### config.mk
export PLATFORM = sky130hd
export DESIGN_NAME = resp_request_stream_parser_unit
export DESIGN_NICKNAME = d
export VERILOG_FILES = /design/src/hw/rtl/rrsp_pkg.sv /design/src/hw/rtl/rrsp_front.sv /design/src/hw/rtl/rrsp_queue.sv /design/src/hw/rtl/rrsp_back.sv /design/src/hw/rtl/resp_request_stream_parser_unit.sv
export SDC_FILE = /design/constraint.sdc
export NUM_CORES = 1
export LEC_CHECK = 0
export BUFFER_PORTS_ARGS = -buffer_cell sky130_fd_sc_hd__buf_2
export CELL_PAD_IN_SITES_DETAIL_PLACEMENT = 1
export CELL_PAD_IN_SITES_GLOBAL_PLACEMENT = 2
export CORE_MARGIN = 10
export CORE_UTILIZATION = 42
export DETAILED_ROUTE_END_ITERATION = 6
export PLACE_DENSITY_LB_ADDON = 0.1
export SYNTH_ARGS = -nofsm -noshare
export SYNTH_HDL_FRONTEND = slang
export SYNTH_SLANG_ARGS = --single-unit
### constraint.sdc
create_clock -name i_clk -period 13.6 [get_ports i_clk]
set_input_delay 3.4 -clock i_clk [delete_from_list [all_inputs] [get_ports i_clk]]
set_output_delay 3.4 -clock i_clk [all_outputs]
set_load 0.02 [all_outputs]
### src/hw/rtl/rrsp_pkg.sv
`default_nettype none
package rrsp_pkg;

    localparam int LENGTH_BITS   = 30;
    localparam int COUNT_BITS    = 21;
    localparam int CFG_ADDR_BITS = 1;
    localparam int CFG_DATA_BITS = (LENGTH_BITS > COUNT_BITS) ? LENGTH_BITS : COUNT_BITS;
    localparam int QUEUE_DEPTH   = 4;
    localparam int QUEUE_PTR_BITS = $clog2(QUEUE_DEPTH);

    localparam logic [CFG_ADDR_BITS-1:0] CFG_MAX_BULK_LENGTH    = CFG_ADDR_BITS'(0);
    localparam logic [CFG_ADDR_BITS-1:0] CFG_MAX_ARGUMENT_COUNT = CFG_ADDR_BITS'(1);

    localparam logic [LENGTH_BITS-1:0] MAX_BULK_RESET = LENGTH_BITS'(536870912);
    localparam logic [COUNT_BITS-1:0]  MAX_ARGS_RESET = COUNT_BITS'(1048576);

    localparam logic [7:0] CH_STAR   = 8'h2A;
    localparam logic [7:0] CH_DOLLAR = 8'h24;
    localparam logic [7:0] CH_LF     = 8'h0A;
    localparam logic [7:0] CH_CR     = 8'h0D;
    localparam logic [7:0] CH_SPACE  = 8'h20;
    localparam logic [7:0] CH_TAB    = 8'h09;
    localparam logic [7:0] CH_VT     = 8'h0B;
    localparam logic [7:0] CH_FF     = 8'h0C;
    localparam logic [7:0] CH_PLUS   = 8'h2B;
    localparam logic [7:0] CH_MINUS  = 8'h2D;
    localparam logic [7:0] CH_ZERO   = 8'h30;
    localparam logic [7:0] CH_NINE   = 8'h39;

    localparam logic [1:0] TRAILER_LEN = 2'd2;
    localparam logic [31:0] ACC_SAT_LIMIT = 32'd429496729;

    typedef enum logic [2:0] {
        M_IDLE,
        M_INLINE,
        M_COUNT,
        M_DOLLAR,
        M_LENGTH,
        M_DATA,
        M_TRAILER,
        M_SKIP
    } t_mode;

    typedef enum logic [1:0] {
        K_BYTE,
        K_ARGEND,
        K_CMDEND,
        K_ABORT
    } t_kind;

    typedef enum logic [1:0] {
        NP_SIGN,
        NP_DIGITS,
        NP_DONE
    } t_nphase;

    typedef struct packed {
        logic [31:0] acc;
        logic        neg;
        t_nphase     phase;
    } t_num;

    // One queue entry holds every result that a single input byte causes.
    typedef struct packed {
        logic       two;
        t_kind      kind0;
        logic [7:0] byte0;
        t_kind      kind1;
    } t_entry;

    function automatic logic is_blank(input logic [7:0] b);
        return (b == CH_SPACE) || (b == CH_TAB) || (b == CH_VT) ||
               (b == CH_FF) || (b == CH_CR);
    endfunction

endpackage
`default_nettype wire

### src/hw/rtl/rrsp_front.sv
`default_nettype none
module rrsp_front
    import rrsp_pkg::*;
(
    input  wire logic                     i_clk,
    input  wire logic                     i_rst_n,
    input  wire logic                     i_cfg_we,
    input  wire logic [CFG_ADDR_BITS-1:0] i_cfg_addr,
    input  wire logic [CFG_DATA_BITS-1:0] i_cfg_data,
    input  wire logic                     i_accept,
    input  wire logic [7:0]               i_byte,
    output logic                          o_push,
    output t_entry                        o_entry
);

    t_mode                  r_mode, n_mode;
    t_num                   r_num, n_num;
    logic [COUNT_BITS-1:0]  r_args, n_args;
    logic [LENGTH_BITS-1:0] r_bulk, n_bulk;
    logic [1:0]             r_trail, n_trail;
    logic [1:0]             r_flags, n_flags;
    logic [LENGTH_BITS-1:0] r_max_bulk;
    logic [COUNT_BITS-1:0]  r_max_args;

    logic [1:0]             cnt;
    t_entry                 ent;
    logic [1:0]             fl;
    logic                   num_neg;
    logic [COUNT_BITS-1:0]  args_dec;
    logic [LENGTH_BITS-1:0] bulk_dec;

    function automatic t_num num_feed(input t_num cur, input logic [7:0] b);
        t_num        nx;
        logic [31:0] times10;
        nx = cur;
        times10 = {cur.acc[28:0], 3'b000} + {cur.acc[30:0], 1'b0};
        if (cur.phase == NP_SIGN && is_blank(b)) begin
            nx = cur;
        end else if (cur.phase == NP_SIGN && (b == CH_PLUS || b == CH_MINUS)) begin
            nx.neg   = (b == CH_MINUS);
            nx.phase = NP_DIGITS;
        end else if (cur.phase != NP_DONE) begin
            if (b >= CH_ZERO && b <= CH_NINE) begin
                nx.phase = NP_DIGITS;
                if (cur.acc >= ACC_SAT_LIMIT) begin
                    nx.acc = '1;
                end else begin
                    nx.acc = times10 + 32'(b - CH_ZERO);
                end
            end else begin
                nx.phase = NP_DONE;
            end
        end
        return nx;
    endfunction

    always_comb begin
        n_mode   = r_mode;
        n_num    = r_num;
        n_args   = r_args;
        n_bulk   = r_bulk;
        n_trail  = r_trail;
        n_flags  = r_flags;
        cnt      = 2'd0;
        ent      = '{two: 1'b0, kind0: K_BYTE, byte0: 8'h00, kind1: K_CMDEND};
        fl       = r_flags;
        num_neg  = r_num.neg && (r_num.acc != 32'd0);
        args_dec = r_args - COUNT_BITS'(1);
        bulk_dec = r_bulk - LENGTH_BITS'(1);

        if (r_mode == M_IDLE) begin
            fl = 2'b00;
        end

        unique case (r_mode)
            M_IDLE, M_INLINE: begin
                if (r_mode == M_IDLE && i_byte == CH_STAR) begin
                    n_num  = '{acc: 32'd0, neg: 1'b0, phase: NP_SIGN};
                    n_mode = M_COUNT;
                end else if (i_byte == CH_LF) begin
                    // A word still open ends first, then the line ends the command.
                    if (fl[0]) begin
                        ent.kind0 = K_ARGEND;
                        ent.two   = fl[1];
                        cnt       = fl[1] ? 2'd2 : 2'd1;
                    end else if (fl[1]) begin
                        ent.kind0 = K_CMDEND;
                        cnt       = 2'd1;
                    end
                    n_flags = 2'b00;
                    n_mode  = M_IDLE;
                end else if (is_blank(i_byte)) begin
                    if (fl[0]) begin
                        ent.kind0 = K_ARGEND;
                        cnt       = 2'd1;
                    end
                    n_flags = {fl[1], 1'b0};
                    n_mode  = M_INLINE;
                end else begin
                    ent.kind0 = K_BYTE;
                    ent.byte0 = i_byte;
                    cnt       = 2'd1;
                    n_flags   = 2'b11;
                    n_mode    = M_INLINE;
                end
            end
            M_COUNT: begin
                if (i_byte != CH_LF) begin
                    n_num = num_feed(r_num, i_byte);
                end else if (num_neg || r_num.acc == 32'd0) begin
                    n_mode = M_IDLE;
                end else if (r_num.acc > 32'(r_max_args)) begin
                    ent.kind0 = K_ABORT;
                    cnt       = 2'd1;
                    n_mode    = M_IDLE;
                end else begin
                    n_args = r_num.acc[COUNT_BITS-1:0];
                    n_mode = M_DOLLAR;
                end
            end
            M_DOLLAR: begin
                if (i_byte == CH_DOLLAR) begin
                    n_num  = '{acc: 32'd0, neg: 1'b0, phase: NP_SIGN};
                    n_mode = M_LENGTH;
                end else begin
                    ent.kind0 = K_ABORT;
                    cnt       = 2'd1;
                    n_mode    = (i_byte == CH_LF) ? M_IDLE : M_SKIP;
                end
            end
            M_LENGTH: begin
                if (i_byte != CH_LF) begin
                    n_num = num_feed(r_num, i_byte);
                end else if (num_neg || r_num.acc > 32'(r_max_bulk)) begin
                    ent.kind0 = K_ABORT;
                    cnt       = 2'd1;
                    n_mode    = M_IDLE;
                end else if (r_num.acc == 32'd0) begin
                    n_trail = TRAILER_LEN;
                    n_mode  = M_TRAILER;
                end else begin
                    n_bulk = r_num.acc[LENGTH_BITS-1:0];
                    n_mode = M_DATA;
                end
            end
            M_DATA: begin
                ent.kind0 = K_BYTE;
                ent.byte0 = i_byte;
                cnt       = 2'd1;
                n_bulk    = bulk_dec;
                if (bulk_dec == '0) begin
                    n_trail = TRAILER_LEN;
                    n_mode  = M_TRAILER;
                end
            end
            M_TRAILER: begin
                if (r_trail > 2'd1) begin
                    n_trail = r_trail - 2'd1;
                end else begin
                    n_trail   = 2'd0;
                    ent.kind0 = K_ARGEND;
                    n_args    = args_dec;
                    if (args_dec == '0) begin
                        ent.two = 1'b1;
                        cnt     = 2'd2;
                        n_mode  = M_IDLE;
                    end else begin
                        cnt    = 2'd1;
                        n_mode = M_DOLLAR;
                    end
                end
            end
            M_SKIP: begin
                if (i_byte == CH_LF) begin
                    n_mode = M_IDLE;
                end
            end
        endcase
    end

    assign o_push  = i_accept && (cnt != 2'd0);
    assign o_entry = ent;

    always_ff @(posedge i_clk) begin
        if (!i_rst_n) begin
            r_mode  <= M_IDLE;
            r_num   <= '{acc: 32'd0, neg: 1'b0, phase: NP_SIGN};
            r_args  <= '0;
            r_bulk  <= '0;
            r_trail <= 2'd0;
            r_flags <= 2'b00;
        end else if (i_accept) begin
            r_mode  <= n_mode;
            r_num   <= n_num;
            r_args  <= n_args;
            r_bulk  <= n_bulk;
            r_trail <= n_trail;
            r_flags <= n_flags;
        end
    end

    always_ff @(posedge i_clk) begin
        if (!i_rst_n) begin
            r_max_bulk <= MAX_BULK_RESET;
            r_max_args <= MAX_ARGS_RESET;
        end else if (i_cfg_we) begin
            if (i_cfg_addr == CFG_MAX_BULK_LENGTH) begin
                r_max_bulk <= i_cfg_data[LENGTH_BITS-1:0];
            end
            if (i_cfg_addr == CFG_MAX_ARGUMENT_COUNT) begin
                r_max_args <= i_cfg_data[COUNT_BITS-1:0];
            end
        end
    end

    a_data_nonzero: assert property (@(posedge i_clk) disable iff (!i_rst_n)
        r_mode == M_DATA |-> r_bulk != '0)
        else $error("bulk data state with no bytes left");
    a_trailer_nonzero: assert property (@(posedge i_clk) disable iff (!i_rst_n)
        r_mode == M_TRAILER |-> (r_trail == 2'd1 || r_trail == 2'd2))
        else $error("trailer state with bad trailer count");
    a_dollar_args: assert property (@(posedge i_clk) disable iff (!i_rst_n)
        r_mode == M_DOLLAR |-> r_args != '0)
        else $error("expecting an element with none left");

endmodule
`default_nettype wire

### src/hw/rtl/rrsp_queue.sv
`default_nettype none
module rrsp_queue
    import rrsp_pkg::*;
(
    input  wire logic   i_clk,
    input  wire logic   i_rst_n,
    input  wire logic   i_push,
    input  wire t_entry i_entry,
    input  wire logic   i_pop,
    output logic        o_full,
    output logic        o_valid,
    output t_entry      o_head
);

    t_entry                    r_mem [QUEUE_DEPTH];
    logic [QUEUE_PTR_BITS-1:0] r_wr_ptr;
    logic [QUEUE_PTR_BITS-1:0] r_rd_ptr;
    logic [QUEUE_PTR_BITS:0]   r_count;

    assign o_full  = (r_count == (QUEUE_PTR_BITS+1)'(QUEUE_DEPTH));
    assign o_valid = (r_count != '0);
    assign o_head  = r_mem[r_rd_ptr];

    always_ff @(posedge i_clk) begin
        if (i_push) begin
            r_mem[r_wr_ptr] <= i_entry;
        end
    end

    always_ff @(posedge i_clk) begin
        if (!i_rst_n) begin
            r_wr_ptr <= '0;
            r_rd_ptr <= '0;
            r_count  <= '0;
        end else begin
            if (i_push) begin
                r_wr_ptr <= r_wr_ptr + QUEUE_PTR_BITS'(1);
            end
            if (i_pop) begin
                r_rd_ptr <= r_rd_ptr + QUEUE_PTR_BITS'(1);
            end
            if (i_push && !i_pop) begin
                r_count <= r_count + (QUEUE_PTR_BITS+1)'(1);
            end else if (!i_push && i_pop) begin
                r_count <= r_count - (QUEUE_PTR_BITS+1)'(1);
            end
        end
    end

    a_no_overflow: assert property (@(posedge i_clk) disable iff (!i_rst_n)
        i_push |-> !o_full || i_pop)
        else $error("push into a full queue");
    a_no_underflow: assert property (@(posedge i_clk) disable iff (!i_rst_n)
        i_pop |-> o_valid)
        else $error("pop from an empty queue");
    a_count_range: assert property (@(posedge i_clk) disable iff (!i_rst_n)
        r_count <= (QUEUE_PTR_BITS+1)'(QUEUE_DEPTH))
        else $error("queue count out of range");

endmodule
`default_nettype wire

### src/hw/rtl/rrsp_back.sv
`default_nettype none
module rrsp_back
    import rrsp_pkg::*;
(
    input  wire logic   i_clk,
    input  wire logic   i_rst_n,
    input  wire logic   i_valid,
    input  wire t_entry i_head,
    output logic        o_pop,
    output logic        o_tvalid,
    input  wire logic   i_tready,
    output logic [7:0]  o_tdata,
    output logic [1:0]  o_tuser,
    output logic        o_tlast
);

    logic       r_valid;
    logic       r_sub;
    t_kind      r_kind;
    logic [7:0] r_byte;
    logic       r_last;
    logic       load;

    // The output register takes a new beat when it is empty or being drained.
    assign load  = i_valid && (!r_valid || i_tready);
    assign o_pop = load && (r_sub || !i_head.two);

    always_ff @(posedge i_clk) begin
        if (!i_rst_n) begin
            r_valid <= 1'b0;
            r_sub   <= 1'b0;
        end else if (load) begin
            r_valid <= 1'b1;
            r_sub   <= !r_sub && i_head.two;
        end else if (i_tready) begin
            r_valid <= 1'b0;
        end
    end

    always_ff @(posedge i_clk) begin
        if (load) begin
            if (r_sub) begin
                r_kind <= i_head.kind1;
                r_byte <= 8'h00;
                r_last <= 1'b1;
            end else begin
                r_kind <= i_head.kind0;
                r_byte <= i_head.byte0;
                r_last <= !i_head.two;
            end
        end
    end

    assign o_tvalid = r_valid;
    assign o_tdata  = r_byte;
    assign o_tuser  = r_kind;
    assign o_tlast  = r_last;

    a_sub_has_head: assert property (@(posedge i_clk) disable iff (!i_rst_n)
        r_sub |-> i_valid && i_head.two)
        else $error("second result pending without a two-result entry");
    a_sub_shown: assert property (@(posedge i_clk) disable iff (!i_rst_n)
        r_sub |-> r_valid && !r_last)
        else $error("second result pending while first is not shown");
    a_data_zero: assert property (@(posedge i_clk) disable iff (!i_rst_n)
        r_valid && r_kind != K_BYTE |-> r_byte == 8'h00)
        else $error("mark beat carries a data byte");

endmodule
`default_nettype wire

### src/hw/rtl/resp_request_stream_parser_unit.sv
// Request stream parser for RESP2 arrays and inline command lines.
// Slave channel: one raw client byte per beat on i_s_tdata.
// Master channel: one result per beat. o_m_tuser carries the kind (argument
// byte, argument end, command end, command aborted), o_m_tdata the argument
// byte (zero for marks) and o_m_tlast flags the final result of an input byte.
// Configuration: i_cfg_we with i_cfg_addr 0 writes max_bulk_length and
// 1 writes max_argument_count; write only while the parser is idle.
// Each result passes through a queue entry and then the output register before
// it reaches the master side. Throughput: one input byte per cycle while the
// queue is not full; the parse state machine handles each byte in the cycle
// that accepts it. A byte that causes two results is shown as two beats,
// and a four-entry queue between parser and output stage absorbs these bursts.
// When the receiver stalls the queue fills and o_s_tready drops only when it
// is full. Reset (synchronous, active low) returns the parser to the start of
// a command, empties the queue and restores both limits to their defaults.
`default_nettype none
module resp_request_stream_parser_unit
    import rrsp_pkg::*;
(
    input  wire logic                     i_clk,
    input  wire logic                     i_rst_n,
    input  wire logic                     i_cfg_we,
    input  wire logic [CFG_ADDR_BITS-1:0] i_cfg_addr,
    input  wire logic [CFG_DATA_BITS-1:0] i_cfg_data,
    input  wire logic                     i_s_tvalid,
    output logic                          o_s_tready,
    input  wire logic [7:0]               i_s_tdata,   // [7:0] in_byte
    output logic                          o_m_tvalid,
    input  wire logic                     i_m_tready,
    output logic [7:0]                    o_m_tdata,   // [7:0] out_byte
    output logic [1:0]                    o_m_tuser,   // [1:0] out_kind
    output logic                          o_m_tlast
);

    logic   q_full;
    logic   q_valid;
    logic   q_push;
    logic   q_pop;
    t_entry q_in;
    t_entry q_head;
    logic   accept;

    assign o_s_tready = !q_full;
    assign accept     = i_s_tvalid && !q_full;

    rrsp_front u_front (
        .i_clk      (i_clk),
        .i_rst_n    (i_rst_n),
        .i_cfg_we   (i_cfg_we),
        .i_cfg_addr (i_cfg_addr),
        .i_cfg_data (i_cfg_data),
        .i_accept   (accept),
        .i_byte     (i_s_tdata),
        .o_push     (q_push),
        .o_entry    (q_in)
    );

    rrsp_queue u_queue (
        .i_clk   (i_clk),
        .i_rst_n (i_rst_n),
        .i_push  (q_push),
        .i_entry (q_in),
        .i_pop   (q_pop),
        .o_full  (q_full),
        .o_valid (q_valid),
        .o_head  (q_head)
    );

    rrsp_back u_back (
        .i_clk    (i_clk),
        .i_rst_n  (i_rst_n),
        .i_valid  (q_valid),
        .i_head   (q_head),
        .o_pop    (q_pop),
        .o_tvalid (o_m_tvalid),
        .i_tready (i_m_tready),
        .o_tdata  (o_m_tdata),
        .o_tuser  (o_m_tuser),
        .o_tlast  (o_m_tlast)
    );

endmodule
`default_nettype wire

==> flow_metrics.py <==
metrics = {
    "cts": {
        "cts_resized": 0,
        "htreeDepth": 1,
        "cts_tree": "yes",
        "worstSkewPairLatency_ps": 550,
        "ctsRootBufferMaster": "clkbuf_16",
        "cts.sinks": 210,
        "post_cts_buffers": 0,
        "cts_buffer_depth": 3,
        "cts_buffers": 26,
        "clk_pin_slew_ps": 70,
        "hold_buffers": 0,
    },
    "layout": {
        "final_cell_mix": "nand2_1 (251), a21oi_1 (186), dfxtp_1 (155)",
        "drive_above_1_share_pct": 9.021,
        "layout_commonest_cell": "nand2_1",
        "fin_nets": 1836,
        "n_antenna_cell": 0,
        "areaGrowthSynthToFinish_pct": 10.28,
    },
    "sta": {
        "fmax_mhz": 141.3,
        "finalHoldViolCount": 0,
        "fin_setup_tns_ps": 0,
        "setup_viol_count_final": 0,
        "period_share_pct": 52.03,
        "fin_crit_ps": 7076,
        "setup_slack_ps": 6524,
        "rsz0062_at_grt": "no",
        "slew_headroom_pct": 31.09,
        "worst_pin_slew_ps": 1031,
        "finalMaxSlewViolations": 0,
        "skew_ps": 20.52,
        "hold_slack_ps": 451.8,
    },
    "synth": {
        "synth_top_family_by_area": "simple AND/OR/NAND/NOR gates",
        "seq_area_frac_synth_pct": 34.41,
        "synth_cell_types": 81,
        "ys.flop_type": "dfxtp_1",
        "syn-num-nets": 1826,
        "async_flop_share_pct": 0,
        "synth_edf_count": 55,
        "ys_seq_elements": 210,
        "syn_avg_cell_area_sq_um": 8.344,
        "synth_cells": 1656,
        "yosys_warnings": 0,
        "synthSimpleGateAreaFrac_pct": 21.31,
        "synth_compound_area_share_pct": 20.93,
        "synth_adder_area_share_pct": 13.04,
        "synth_mux_area_share_pct": 2.680,
        "synth_xor_area_share_pct": 2.472,
        "synth_area_sq_um": 13820,
    },
    "worst_setup_path": {
        "arrival_ps": 7520,
        "cp-startpoint": "i_s_tdata[4]",
        "cp_cell_sequence": "buf_2 > ha_1 > nor3_2 > buf_4 > fa_1 > ha_1 > a21oi_1 > nand2_1 > a31o_2 > a2111oi_0 > nor3_1 > or4_1 > a21oi_1 > o2bb2ai_1",
        "startpoint_type": "input pin",
        "crit_path_max_fanout": 24,
        "r2r-start": "u_front.r_num[22]",
        "r2r_slack_ps": 9080,
        "critPathCapture": "u_front.r_num[29]",
        "cp.depth": 14,
        "slowest_delay_ps": 670,
        "critPathBufInv": 2,
        "crit_type": "in2reg",
        "reg2reg_depth": 14,
        "cp.required_ps": 14040,
        "cp_top_family": "compound AO/OA/AOI/OAI gates",
        "r2r_end": "u_queue.r_count[2]",
        "worst_path_max_delay_cell": "a2111oi_0",
        "endpoint_kind": "flop",
    },
    "run": {
        "maxCapViolCount": 0,
    },
    "power_and_ir_drop": {
        "powerDensity_nw_per_um2": 113.1,
        "leakage_nw": 6.027,
        "ir_drop_mv": 0.08587,
    },
    "hold_path": {
        "hp-class": "reg2reg",
        "min-delay-start": "u_front.r_max_args[5]",
    },
    "global_routing": {
        "grt.total_usage_pct": 21.24,
        "antenna_found_initial": 0,
        "overflow": 0,
        "grt_max_degree": 65,
        "grt_pass1_wl_um": 70790,
        "grt_pass1_vias": 12590,
    },
    "place": {
        "gp_congestion": 0.8720,
        "dp_hpwl_um": 31720,
        "port_buffers": 56,
        "place_ws_ps": 5994,
    },
    "routing": {
        "drt_iter0_drc": 674,
        "vias": 12440,
        "drcViolationCount": 0,
        "drt_first_pass_iters": 7,
        "routedWlPerCell_um": 20.94,
        "vias_per_cell": 5.850,
        "wirelength_um": 44540,
        "postRouteAntennaNets": 0,
    },
    "floorplan": {
        "rows": 66,
        "die_h_um": 201.4,
        "die_area_sq_um": 40560,
        "start_util_pct": 42.47,
        "io_pins": 57,
        "fp.dieW_um": 201.4,
        "coreArea_sq_um": 32540,
    },
    "outcome": {
        "outcome": "completed",
    },
}
## state kept, by name, indices dropped and copies added (netlist names), named ones only
register	flops
u_back.o_tlast	1
u_back.o_tvalid	1
u_front.r_mode	3
u_front.r_args	21
u_front.r_flags	2
u_queue.r_count	3
u_queue.r_wr_ptr	2
u_back.o_tuser	2
u_front.r_num	35
u_front.r_max_bulk	30
u_front.r_max_args	21
u_back.o_tdata	8
u_front.r_trail	2
u_queue.r_rd_ptr	2
u_back.r_sub	1
u_queue.r_mem	44
u_front.r_bulk	30
## tightest hold or removal path, stage by stage, from the launching register on
cell and delay [ps]:
dfxtp_1 300, nand2_1 50, a21oi_1 50
## per-stage QoR
stage	std cells	instance area (sq um)	power (mW)	util, %
after detailed placement	2080	14430	1.064	44.35
after CTS	2127	15240	1.744	46.84
after global routing	2127	15240	1.803	46.84
after floorplan	1656	13820	0.9647	-
after global placement	2080	14430	1.052	44.35
final	2127	15240	1.723	46.84
## logic make-up (layout without fill, tap and decap cells)
logic type / Yosys count / count (layout)
and+or+nand+nor: 607 / 607
muxes: 23 / 23
AOI/OAI and AO/OA: 465 / 465
xor gates and xnor gates: 39 / 39
buffers and inverters: 186 / 215
DFF: 210 / 210
adders and majority gates: 126 / 126
## where the power goes
group          internal, mW  switching (mW)
clock                 0.391           0.286
sequential            0.710          0.0391
combinational         0.119           0.178
## synthesized netlist by cell type (5+ instances only)
| master | instances | share of area (%) |
|---|---|---|
| clkbuf_1 | 78 | 2.1 |
| a22o_1 | 5 | 0.32 |
| nor4_1 | 30 | 1.4 |
| o41ai_1 | 5 | 0.32 |
| inv_1 | 96 | 2.6 |
| or3_1 | 15 | 0.68 |
| a31oi_1 | 10 | 0.45 |
| o211ai_1 | 23 | 1.2 |
| nor3_1 | 41 | 1.5 |
| nand2_1 | 252 | 6.8 |
| nand3_1 | 25 | 0.91 |
| fa_1 | 30 | 4.3 |
| a32o_1 | 8 | 0.58 |
| or2_2 | 8 | 0.36 |
| a21oi_1 | 186 | 6.7 |
| mux4_2 | 11 | 1.8 |
| or4_1 | 9 | 0.49 |
| mux2i_1 | 10 | 0.72 |
| and3_1 | 9 | 0.41 |
| o21bai_1 | 5 | 0.27 |
| nor2b_1 | 21 | 0.95 |
| nand4_1 | 20 | 0.91 |
| xnor2_1 | 18 | 1.1 |
| o31a_1 | 7 | 0.44 |
| ha_1 | 96 | 8.7 |
| o31ai_1 | 10 | 0.54 |
| nor3b_1 | 9 | 0.49 |
| a221o_1 | 6 | 0.43 |
| o21a_1 | 6 | 0.33 |
| a221oi_1 | 8 | 0.51 |
| a22oi_1 | 5 | 0.27 |
| a211oi_1 | 9 | 0.49 |
| a21o_1 | 16 | 0.87 |
| o32ai_1 | 11 | 0.70 |
| xor2_1 | 21 | 1.3 |
| o2bb2ai_1 | 5 | 0.32 |
| nand3b_1 | 7 | 0.38 |
| and2_1 | 11 | 0.50 |
| dfxtp_1 | 155 | 22 |
| nand2b_1 | 11 | 0.50 |
| nor2_1 | 113 | 3.1 |
| buf_2 | 7 | 0.25 |
| o21ai_0 | 103 | 3.7 |
| edfxtp_1 | 55 | 12 |
## layer usage
metal / track usage, % / vias up / share of wire [%]
met3: 2.410 / 58 / 3.2
met5: 0 / - / 0
met4: 5.181 / 0 / 2.2
met2: 36.20 / 212 / 48
met1: 28.07 / 6166 / 47
li1: - / 6007 / -
## final cells by class
class	count	area (sq um)
Clock buffer	36	729.5
Clock inverter	11	78.83
Fill cell	3951	17300
Inverter	96	362.8
Multi-Input combinational cell	1260	8359
Sequential cell	210	4755
Tap cell	442	553.0
Timing Repair Buffer	72	400.4
## how the worst min path moves through the flow
stage	end	slack, ps	depth (start not counted)
after floorplan	u_front.r_max_args[10]	440	2
after global placement	u_front.r_max_args[3]	440	2
after detailed placement	u_front.r_max_bulk[24]	450	2
after CTS	u_front.r_max_bulk[24]	460	2
after global routing	u_front.r_max_args[5]	470	2
final	u_front.r_max_args[5]	450	2
Power figures use the tool's default switching activity.
